## src/rtl/btsp_pkg.sv

```systemverilog
// ----------------------------------------------------------------------------
// BER-TLV stream parser package
// Shared result word layout, result codes and queue sizing.
// ----------------------------------------------------------------------------
package btsp_pkg;

  localparam logic [1:0] KIND_HEADER = 2'd0;
  localparam logic [1:0] KIND_VALUE  = 2'd1;
  localparam logic [1:0] KIND_ERROR  = 2'd2;

  localparam logic [2:0] ERR_NONE      = 3'd0;
  localparam logic [2:0] ERR_TRUNCATED = 3'd1;
  localparam logic [2:0] ERR_LEN_LONG  = 3'd2;
  localparam logic [2:0] ERR_TOO_DEEP  = 3'd3;
  localparam logic [2:0] ERR_OVERRUN   = 3'd4;

  localparam logic [4:0] TAG_MULTI_BYTE = 5'h1F;
  localparam logic [6:0] LEN_ONE_BYTE   = 7'd1;
  localparam logic [6:0] LEN_TWO_BYTES  = 7'd2;

  localparam int QDEPTH   = 4;
  localparam int QPTR_W   = $clog2(QDEPTH);
  localparam int QCOUNT_W = $clog2(QDEPTH + 1);

  typedef struct packed {
    logic [1:0]  kind;
    logic [15:0] tag;
    logic [1:0]  tag_class;
    logic        constructed;
    logic [15:0] value_length;
    logic [2:0]  depth;
    logic [7:0]  value_byte;
    logic [2:0]  error_code;
    logic        last_of_run;
  } result_t;

  typedef struct packed {
    logic [1:0] count;
    result_t    first;
    result_t    second;
  } push_t;

endpackage

```

## src/rtl/btsp_core.sv

```systemverilog
// ----------------------------------------------------------------------------
// BER-TLV parse core
// Holds the parse state and nesting stack and turns one accepted byte into
// up to two result words in the same cycle.
// ----------------------------------------------------------------------------
module btsp_core #(
  parameter int MAX_DEPTH    = 5,
  parameter int OFFSET_WIDTH = 16
) (
  input  logic              clk,
  input  logic              rst_n,
  input  logic              fire,
  input  logic [7:0]        data_byte,
  input  logic              end_of_buffer,
  output btsp_pkg::push_t   push
);

  localparam int LW = $clog2(MAX_DEPTH + 1);
  localparam int IW = (MAX_DEPTH > 1) ? $clog2(MAX_DEPTH) : 1;
  localparam int EW = ((OFFSET_WIDTH > 16) ? OFFSET_WIDTH : 16) + 1;
  localparam logic [OFFSET_WIDTH-1:0] OFFSET_MAX = {OFFSET_WIDTH{1'b1}};

  typedef enum logic [2:0] {
    PH_TAG1  = 3'd0,
    PH_TAG2  = 3'd1,
    PH_LEN1  = 3'd2,
    PH_LENX  = 3'd3,
    PH_VALUE = 3'd4,
    PH_SKIP  = 3'd5
  } phase_t;

  phase_t                  phase_r, phase_nxt;
  logic [15:0]             tag_hold_r, tag_hold_nxt;
  logic [15:0]             len_acc_r, len_acc_nxt;
  logic [1:0]              len_left_r, len_left_nxt;
  logic [15:0]             value_left_r, value_left_nxt;
  logic [OFFSET_WIDTH-1:0] byte_off_r, byte_off_nxt;
  logic [LW-1:0]           open_r, open_nxt;
  logic [OFFSET_WIDTH-1:0] level_end_r [MAX_DEPTH];

  logic [OFFSET_WIDTH-1:0] off;
  logic [LW-1:0]           pop_open;
  logic [IW-1:0]           top_idx;
  logic [OFFSET_WIDTH-1:0] top_end;
  logic [15:0]             hdr_len;
  logic [7:0]              hdr_first;
  logic [EW-1:0]           hdr_end;
  logic                    hdr_overrun;
  logic                    hdr_go;
  logic                    push_en;
  logic [1:0]              left_dec;
  logic [15:0]             value_dec;
  logic                    trunc;
  btsp_pkg::result_t       res0, res1;
  logic                    res0_valid;

  assign off     = (byte_off_r != OFFSET_MAX) ? byte_off_r + 1'b1 : OFFSET_MAX;
  assign top_idx = IW'(open_r - 1'b1);
  assign top_end = level_end_r[top_idx];

  // Levels are nested, so the run of levels ending here sits on top of the stack.
  always_comb begin
    pop_open = '0;
    for (int i = 0; i < MAX_DEPTH; i++) begin
      if ((LW'(i) < open_r) && (level_end_r[i] != off)) begin
        pop_open = LW'(i + 1);
      end
    end
  end

  assign hdr_len   = (phase_r == PH_LEN1) ? {8'h00, data_byte} : {len_acc_r[7:0], data_byte};
  assign hdr_first = (tag_hold_r[12:8] == btsp_pkg::TAG_MULTI_BYTE) ? tag_hold_r[15:8]
                                                                    : tag_hold_r[7:0];
  assign hdr_end   = EW'(off) + EW'(hdr_len);
  assign hdr_overrun = (hdr_end >= EW'(OFFSET_MAX)) ||
                       ((open_r != '0) && (hdr_end > EW'(top_end)));
  assign left_dec  = (len_left_r != 2'd0) ? len_left_r - 2'd1 : 2'd0;
  assign value_dec = (value_left_r != 16'd0) ? value_left_r - 16'd1 : 16'd0;

  always_comb begin
    phase_nxt      = phase_r;
    tag_hold_nxt   = tag_hold_r;
    len_acc_nxt    = len_acc_r;
    len_left_nxt   = len_left_r;
    value_left_nxt = value_left_r;
    byte_off_nxt   = off;
    open_nxt       = open_r;
    hdr_go         = 1'b0;
    push_en        = 1'b0;
    res0_valid     = 1'b0;
    res0           = '0;
    res0.depth     = 3'(open_r);
    res1           = '0;

    unique case (phase_r)
      PH_TAG1: begin
        tag_hold_nxt = {8'h00, data_byte};
        phase_nxt    = (data_byte[4:0] == btsp_pkg::TAG_MULTI_BYTE) ? PH_TAG2 : PH_LEN1;
      end
      PH_TAG2: begin
        tag_hold_nxt = {tag_hold_r[7:0], data_byte};
        phase_nxt    = PH_LEN1;
      end
      PH_LEN1: begin
        if (!data_byte[7]) begin
          hdr_go = 1'b1;
        end else if (data_byte[6:0] == btsp_pkg::LEN_ONE_BYTE ||
                     data_byte[6:0] == btsp_pkg::LEN_TWO_BYTES) begin
          len_acc_nxt  = 16'd0;
          len_left_nxt = data_byte[1:0];
          phase_nxt    = PH_LENX;
        end else begin
          res0_valid      = 1'b1;
          res0.kind       = btsp_pkg::KIND_ERROR;
          res0.error_code = btsp_pkg::ERR_LEN_LONG;
          phase_nxt       = PH_SKIP;
        end
      end
      PH_LENX: begin
        len_acc_nxt  = hdr_len;
        len_left_nxt = left_dec;
        hdr_go       = (left_dec == 2'd0);
      end
      PH_VALUE: begin
        res0_valid      = 1'b1;
        res0.kind       = btsp_pkg::KIND_VALUE;
        res0.value_byte = data_byte;
        value_left_nxt  = value_dec;
        if (value_dec == 16'd0) begin
          phase_nxt = PH_TAG1;
          open_nxt  = pop_open;
        end
      end
      PH_SKIP: begin
        phase_nxt = PH_SKIP;
      end
      default: begin
        phase_nxt = PH_SKIP;
      end
    endcase

    if (hdr_go) begin
      res0_valid = 1'b1;
      if (hdr_overrun) begin
        res0.kind       = btsp_pkg::KIND_ERROR;
        res0.error_code = btsp_pkg::ERR_OVERRUN;
        phase_nxt       = PH_SKIP;
      end else if (hdr_first[5] && (open_r >= LW'(MAX_DEPTH))) begin
        res0.kind       = btsp_pkg::KIND_ERROR;
        res0.error_code = btsp_pkg::ERR_TOO_DEEP;
        phase_nxt       = PH_SKIP;
      end else begin
        res0.kind         = btsp_pkg::KIND_HEADER;
        res0.tag          = tag_hold_r;
        res0.tag_class    = hdr_first[7:6];
        res0.constructed  = hdr_first[5];
        res0.value_length = hdr_len;
        phase_nxt         = PH_TAG1;
        if (hdr_len != 16'd0) begin
          if (hdr_first[5]) begin
            push_en  = 1'b1;
            open_nxt = open_r + 1'b1;
          end else begin
            value_left_nxt = hdr_len;
            phase_nxt      = PH_VALUE;
          end
        end else begin
          open_nxt = pop_open;
        end
      end
    end

    trunc = end_of_buffer && (phase_nxt != PH_SKIP) &&
            ((phase_nxt != PH_TAG1) || (open_nxt != '0));
    res1.kind        = btsp_pkg::KIND_ERROR;
    res1.error_code  = btsp_pkg::ERR_TRUNCATED;
    res1.depth       = 3'(open_nxt);
    res1.last_of_run = 1'b1;
    res0.last_of_run = !trunc;

    if (end_of_buffer) begin
      phase_nxt      = PH_TAG1;
      tag_hold_nxt   = 16'd0;
      len_acc_nxt    = 16'd0;
      len_left_nxt   = 2'd0;
      value_left_nxt = 16'd0;
      byte_off_nxt   = '0;
      open_nxt       = '0;
    end
  end

  always_comb begin
    push.count  = {1'b0, res0_valid} + {1'b0, trunc};
    push.first  = res0_valid ? res0 : res1;
    push.second = res1;
  end

  always_ff @(posedge clk) begin
    if (!rst_n) begin
      phase_r      <= PH_TAG1;
      tag_hold_r   <= 16'd0;
      len_acc_r    <= 16'd0;
      len_left_r   <= 2'd0;
      value_left_r <= 16'd0;
      byte_off_r   <= '0;
      open_r       <= '0;
    end else if (fire) begin
      phase_r      <= phase_nxt;
      tag_hold_r   <= tag_hold_nxt;
      len_acc_r    <= len_acc_nxt;
      len_left_r   <= len_left_nxt;
      value_left_r <= value_left_nxt;
      byte_off_r   <= byte_off_nxt;
      open_r       <= open_nxt;
    end
  end

  always_ff @(posedge clk) begin
    if (fire && push_en) begin
      level_end_r[open_r[IW-1:0]] <= hdr_end[OFFSET_WIDTH-1:0];
    end
  end

endmodule

```

## src/rtl/btsp_result_queue.sv

```systemverilog
// ----------------------------------------------------------------------------
// BER-TLV result queue
// Small register queue that takes up to two result words per cycle and
// presents one per cycle on the output channel while the reader takes them.
// ----------------------------------------------------------------------------
module btsp_result_queue (
  input  logic                clk,
  input  logic                rst_n,
  input  logic                wr_en,
  input  btsp_pkg::push_t     push,
  output logic                has_room,
  output logic                rd_valid,
  input  logic                rd_ready,
  output btsp_pkg::result_t   rd_word
);

  btsp_pkg::result_t                  mem_r [btsp_pkg::QDEPTH];
  logic [btsp_pkg::QPTR_W-1:0]        wr_ptr_r, wr_ptr_nxt;
  logic [btsp_pkg::QPTR_W-1:0]        rd_ptr_r, rd_ptr_nxt;
  logic [btsp_pkg::QCOUNT_W-1:0]      count_r, count_nxt;
  logic [btsp_pkg::QCOUNT_W-1:0]      n_wr;
  logic                               rd_fire;

  assign has_room = (count_r <= btsp_pkg::QCOUNT_W'(btsp_pkg::QDEPTH - 2));
  assign rd_valid = (count_r != '0);
  assign rd_word  = mem_r[rd_ptr_r];
  assign rd_fire  = rd_valid && rd_ready;
  assign n_wr     = wr_en ? btsp_pkg::QCOUNT_W'(push.count) : '0;

  assign wr_ptr_nxt = wr_ptr_r + btsp_pkg::QPTR_W'(n_wr);
  assign rd_ptr_nxt = rd_ptr_r + btsp_pkg::QPTR_W'(rd_fire);
  assign count_nxt  = count_r + n_wr - btsp_pkg::QCOUNT_W'(rd_fire);

  always_ff @(posedge clk) begin
    if (!rst_n) begin
      wr_ptr_r <= '0;
      rd_ptr_r <= '0;
      count_r  <= '0;
    end else begin
      wr_ptr_r <= wr_ptr_nxt;
      rd_ptr_r <= rd_ptr_nxt;
      count_r  <= count_nxt;
    end
  end

  always_ff @(posedge clk) begin
    if (wr_en && push.count != 2'd0) begin
      mem_r[wr_ptr_r] <= push.first;
    end
    if (wr_en && push.count == 2'd2) begin
      mem_r[wr_ptr_r + 1'b1] <= push.second;
    end
  end

endmodule

```

## src/rtl/ber_tlv_stream_parser.sv

```systemverilog
// ----------------------------------------------------------------------------
// BER-TLV stream parser
// Parses a BER-TLV byte stream into object headers, value bytes and errors.
// ----------------------------------------------------------------------------
// The parser takes one byte per clock while in_ready is high; its results
// are written into a four-entry result queue and read out from there. Most
// bytes cause at most one result word, so a continuous byte stream runs at
// one byte per cycle as long as the output side takes one word per cycle. The
// last byte of a buffer may add a truncation error word; in_ready is low
// while the queue has fewer than two free entries. Up to MAX_DEPTH nested
// constructed objects are tracked, and every level that ends on a byte is
// closed on that same byte by parallel compares against the stored ends.
module ber_tlv_stream_parser #(
  parameter int MAX_DEPTH    = 5,
  parameter int OFFSET_WIDTH = 16
) (
  input  logic        clk,
  input  logic        rst_n,
  input  logic        in_valid,
  output logic        in_ready,
  input  logic [7:0]  in_data_byte,
  input  logic        in_end_of_buffer,
  output logic        out_valid,
  input  logic        out_ready,
  output logic [1:0]  out_kind,
  output logic [15:0] out_tag,
  output logic [1:0]  out_tag_class,
  output logic        out_constructed,
  output logic [15:0] out_value_length,
  output logic [2:0]  out_depth,
  output logic [7:0]  out_value_byte,
  output logic [2:0]  out_error_code,
  output logic        out_last_of_run
);

  logic              in_fire;
  btsp_pkg::push_t   push;
  btsp_pkg::result_t word;

  assign in_fire = in_valid && in_ready;

  btsp_core #(
    .MAX_DEPTH    (MAX_DEPTH),
    .OFFSET_WIDTH (OFFSET_WIDTH)
  ) u_core (
    .clk           (clk),
    .rst_n         (rst_n),
    .fire          (in_fire),
    .data_byte     (in_data_byte),
    .end_of_buffer (in_end_of_buffer),
    .push          (push)
  );

  btsp_result_queue u_queue (
    .clk      (clk),
    .rst_n    (rst_n),
    .wr_en    (in_fire),
    .push     (push),
    .has_room (in_ready),
    .rd_valid (out_valid),
    .rd_ready (out_ready),
    .rd_word  (word)
  );

  assign out_kind         = word.kind;
  assign out_tag          = word.tag;
  assign out_tag_class    = word.tag_class;
  assign out_constructed  = word.constructed;
  assign out_value_length = word.value_length;
  assign out_depth        = word.depth;
  assign out_value_byte   = word.value_byte;
  assign out_error_code   = word.error_code;
  assign out_last_of_run  = word.last_of_run;

endmodule

```

## config.mk

```make
export PLATFORM = sky130hd
export DESIGN_NAME = ber_tlv_stream_parser
export DESIGN_NICKNAME = d
export VERILOG_FILES = /design/src/rtl/btsp_pkg.sv /design/src/rtl/btsp_core.sv /design/src/rtl/btsp_result_queue.sv /design/src/rtl/ber_tlv_stream_parser.sv
export SDC_FILE = /design/constraint.sdc
export NUM_CORES = 1
export LEC_CHECK = 0
export BUFFER_PORTS_ARGS = -buffer_cell sky130_fd_sc_hd__buf_2
export CORE_AREA = 2 2 246 248
export DETAILED_ROUTE_END_ITERATION = 10
export DIE_AREA = 0 0 248 250
export MAX_ROUTING_LAYER = met4
export PLACE_DENSITY = 0.58
export SLEW_MARGIN = 20
export SYNTH_ARGS = -nofsm -noshare
export SYNTH_HDL_FRONTEND = slang
export SYNTH_SLANG_ARGS = --single-unit
```

## constraint.sdc

```tcl
create_clock -name clk -period 11.75 [get_ports clk]
set_clock_uncertainty 0.15 [all_clocks]
set_input_delay 0.5875 -clock clk [delete_from_list [all_inputs] [get_ports clk]]
set_output_delay 0.5875 -clock clk [all_outputs]
set_load 0.05 [all_outputs]
```

==> reports/qor.txt <==
pin count of the biggest net entering global routing: 98
Post-DP HPWL: 42140 um
deepest clock path buffer count: 3
worst-margin pin slew: 1.054 ns
register area: 9555 sq um
startpoint types: register
Die Y: 250 um
area of the multi-input gates: 10470 sq um
relative slew slack: 0.2957
Final setup viols: 0
Area contributors post-synth: dfxtp_1, edfxtp_1, mux4_2
gr ovfl total: 0
post-cts hold buffer count: 0
Synth Register Bits: 407
Power per Cell Area: 152.6 nW/um^2
CTS H-tree depth: 2
port buffer count: 66
gpl congestion: 0.9639
RR Endpoint: u_queue.mem_r[0][3]$_SDFFE_PP0P_
asr flop ratio synth: 0
hold path cells: 2
Layout area overhead: 13.05%
Initial DRC Count: 1677
final layout net count: 1972
initial antenna violation count: 0
smallest hold slack: 0.2983 ns
Syn. warnings: 0
drt wl/cell: 23.00 um
CP Data Arrival Time: 9.71 ns
RSZ-0062 raised after global routing: no
global-route wire length before repair: 95680 um
Syn Inst Count: 1871
Util after Layout: 0.3902
Routed WL: 62810 um
hold_sp: u_queue.mem_r[3][26]$_SDFFE_PP0P_
clock slew at reported path FFs: 0.06 ns
Lkg Pwr: 8.291 nW
Die Area: 62000 sq um
Final Hold Vio Count: 0
drt drc: 0
Critical Path Fanout Max: 41
Worst Hold Class: register to register
Max IR drop VDD: 0.0001733 V
Netlist Area Pre-Place: 20560 sq um
fin crit period: 9.323 ns
CP peak stage delay: 0.62 ns
register area share after synthesis: 0.4644
Synth top area share: 0.2600
CTS root buffer: clkbuf_16
max cap viols: 0
reg-to-reg setup timing slack: 2.43 ns
Power, Total: 0.003547 W
clk_lat worst skew: 0.60 ns
WS Path Type: register to register
n_diodes: 0
fraction of layout cells with a size suffix above 1: 0.1580
detailed-route via count: 16.05k
Total GRT Usage: 0.2065
status: complete, no violations
CTS tree: yes
cell row count: 90
EDFF count, synth: 140
Num Clock Sinks: 407
Slew Limit Fails: 0
endpoint type of the worst setup path: register
f_max: 107.3 MHz
Initial Util: 0.3452
synth unique cells: 97
io pins: 67
cts repair resizes: 0
Cell Area, Placed: 21770 sq um
worst reg2reg path startpoint: u_core.byte_off_r[0]$_SDFFE_PN0P_
Syn Area/Cell: 10.99 sq um
Tcrit/Tclk final: 0.7935
drt via density: 5.876
Post CTS Setup Buffer Count: 0
ANT nets after route: 0
reg2reg path depth: 31
area leader, netlist: dfxtp_1
Die Wd: 248 um
post-route setup TNS: 0 ns
vias in the first global route: 15.13k
Core Region: 59570 sq um
WHS Endpoint: u_queue.mem_r[3][26]$_SDFFE_PP0P_
DRT Pass-1 Iters: 6
Fill cells: 5723
CP max stage cell: dfxtp_1
Worst Path Required: 12.14 ns
crit-path most repeated cell: ha_1
fin area: 23240 sq um
ys flop type: dfxtp_1
CTS Buf Count: 45
critical path, delay by kind of cell, from the launching register on:
kind                     cells  cell delay, ns
adder cells (fa/ha/maj)      5            1.73
AND/OR/NAND/NOR             10            2.20
multiplexers                 1            0.39
AO/OA/AOI/OAI               10            2.91
flip-flops                   1            0.62
XOR/XNOR                     1            0.19
buffers and inverters        4            1.03
sequential cells by signal, indices dropped and copies added, names as in the netlist:
register             cells
u_queue.mem_r          208
u_core.value_left_r     16
u_queue.count_r          3
u_core.level_end_r     128
u_core.open_r            3
u_core.len_left_r        2
u_core.phase_r           3
u_core.tag_hold_r       16
u_queue.rd_ptr_r         2
u_queue.wr_ptr_r         2
u_core.byte_off_r       16
u_core.len_acc_r         8
per-stage QoR:
stage,std cells,setup slack (ns)
2_1_floorplan,1918,4.471
3_5_place_dp,2648,2.659
3_3_place_gp,2648,2.777
5_1_grt,2731,1.854
4_1_cts,2731,2.617
6_report,2731,2.427
report_power, final:
part	switching [W]	internal, W	leakage (nW)	total [W]
sequential	0.0000399	0.00152	3.49	0.00156
clock	0.000613	0.000803	0.710	0.00142
combinational	0.000389	0.000181	4.09	0.000570
total	0.00104	0.00251	8.29	0.00355
placed cells by master, fill, tap and decap left out, drive strengths merged, types with 16 or more instances in the layout:
| cell | synthesis | layout |
|---|---|---|
| or3 | 16 | 16 |
| ha | 44 | 44 |
| dfxtp | 267 | 267 |
| xnor2 | 46 | 46 |
| nor3 | 48 | 48 |
| and3 | 18 | 18 |
| and2 | 33 | 33 |
| a21oi | 49 | 49 |
| inv | 48 | 53 |
| nand2 | 148 | 148 |
| nand3 | 51 | 51 |
| nand2b | 20 | 20 |
| edfxtp | 140 | 140 |
| mux4 | 84 | 84 |
| a32o | 136 | 136 |
| a22o | 19 | 19 |
| mux2i | 27 | 27 |
| conb | 1 | 48 |
| nor2 | 69 | 69 |
| nor2b | 30 | 30 |
| nand4 | 23 | 23 |
| o21ai | 94 | 94 |
| xor2 | 38 | 38 |
| nand3b | 16 | 16 |
| buf | 35 | 100 |
| a21boi | 32 | 32 |
| a22oi | 21 | 21 |
| nor4 | 16 | 16 |
| clkbuf | 117 | 57 |
cell families after synthesis:
group,Yosys count,share of synthesized area
AND/OR/NAND/NOR,524,0.1370
AO/OA/AOI/OAI,488,0.1835
flip-flops,407,0.4644
buffers and inverters,201,0.03925
multiplexers,118,0.1096
XOR/XNOR,85,0.03688
adder cells (fa/ha/maj),47,0.02921
other,1,0.0001824
worst max path at each step:
stage | cells after the start | from | slack (ns) | to
6_report | 31 | u_core.byte_off_r[0]$_SDFFE_PN0P_ | 2.43 | u_queue.mem_r[0][3]$_SDFFE_PP0P_
5_1_grt | 31 | u_core.byte_off_r[0]$_SDFFE_PN0P_ | 1.85 | u_queue.mem_r[0][3]$_SDFFE_PP0P_
4_1_cts | 29 | u_core.byte_off_r[0]$_SDFFE_PN0P_ | 2.62 | u_queue.mem_r[2][33]$_SDFFE_PP0P_
3_5_place_dp | 29 | u_core.byte_off_r[0]$_SDFFE_PN0P_ | 2.66 | u_queue.mem_r[2][33]$_SDFFE_PP0P_
3_3_place_gp | 30 | u_core.byte_off_r[0]$_SDFFE_PN0P_ | 2.78 | u_queue.mem_r[0][3]$_SDFFE_PP0P_
2_1_floorplan | 32 | u_core.byte_off_r[1]$_SDFFE_PN0P_ | 4.47 | u_queue.count_r[2]$_SDFF_PN0_
synth_stat cells (all sizes together) (16+ instances only):
cell type	instances
a21oi	49
dfxtp	267
nor2b	30
nand4	23
mux2i	27
a22o	19
and3	18
nand3b	16
a22oi	21
nand2	148
a32o	136
or3	16
nand3	51
o21ai	94
nor4	16
ha	44
xor2	38
a21boi	32
clkbuf	117
mux4	84
nor3	48
edfxtp	140
and2	33
buf	35
xnor2	46
inv	48
nor2	69
nand2b	20
area by class of cell:
class	count	share of cell area
clock buffers	57	0.05173
clock inverters	26	0.01147
inverters	49	0.007913
multi-input cells	1310	0.4505
flip-flops and latches	407	0.4111
well taps	782	0.04210
repair buffers	100	0.02519
routing by layer:
metal  share of wire  global-route usage  vias up
li1                -                   -     7256
met1            0.45              0.2862     8128
met2            0.47              0.3165      573
met3           0.064             0.03108       91
met4           0.022             0.04979        0
met5               0                   -        -
Power figures use the tool's default switching activity.
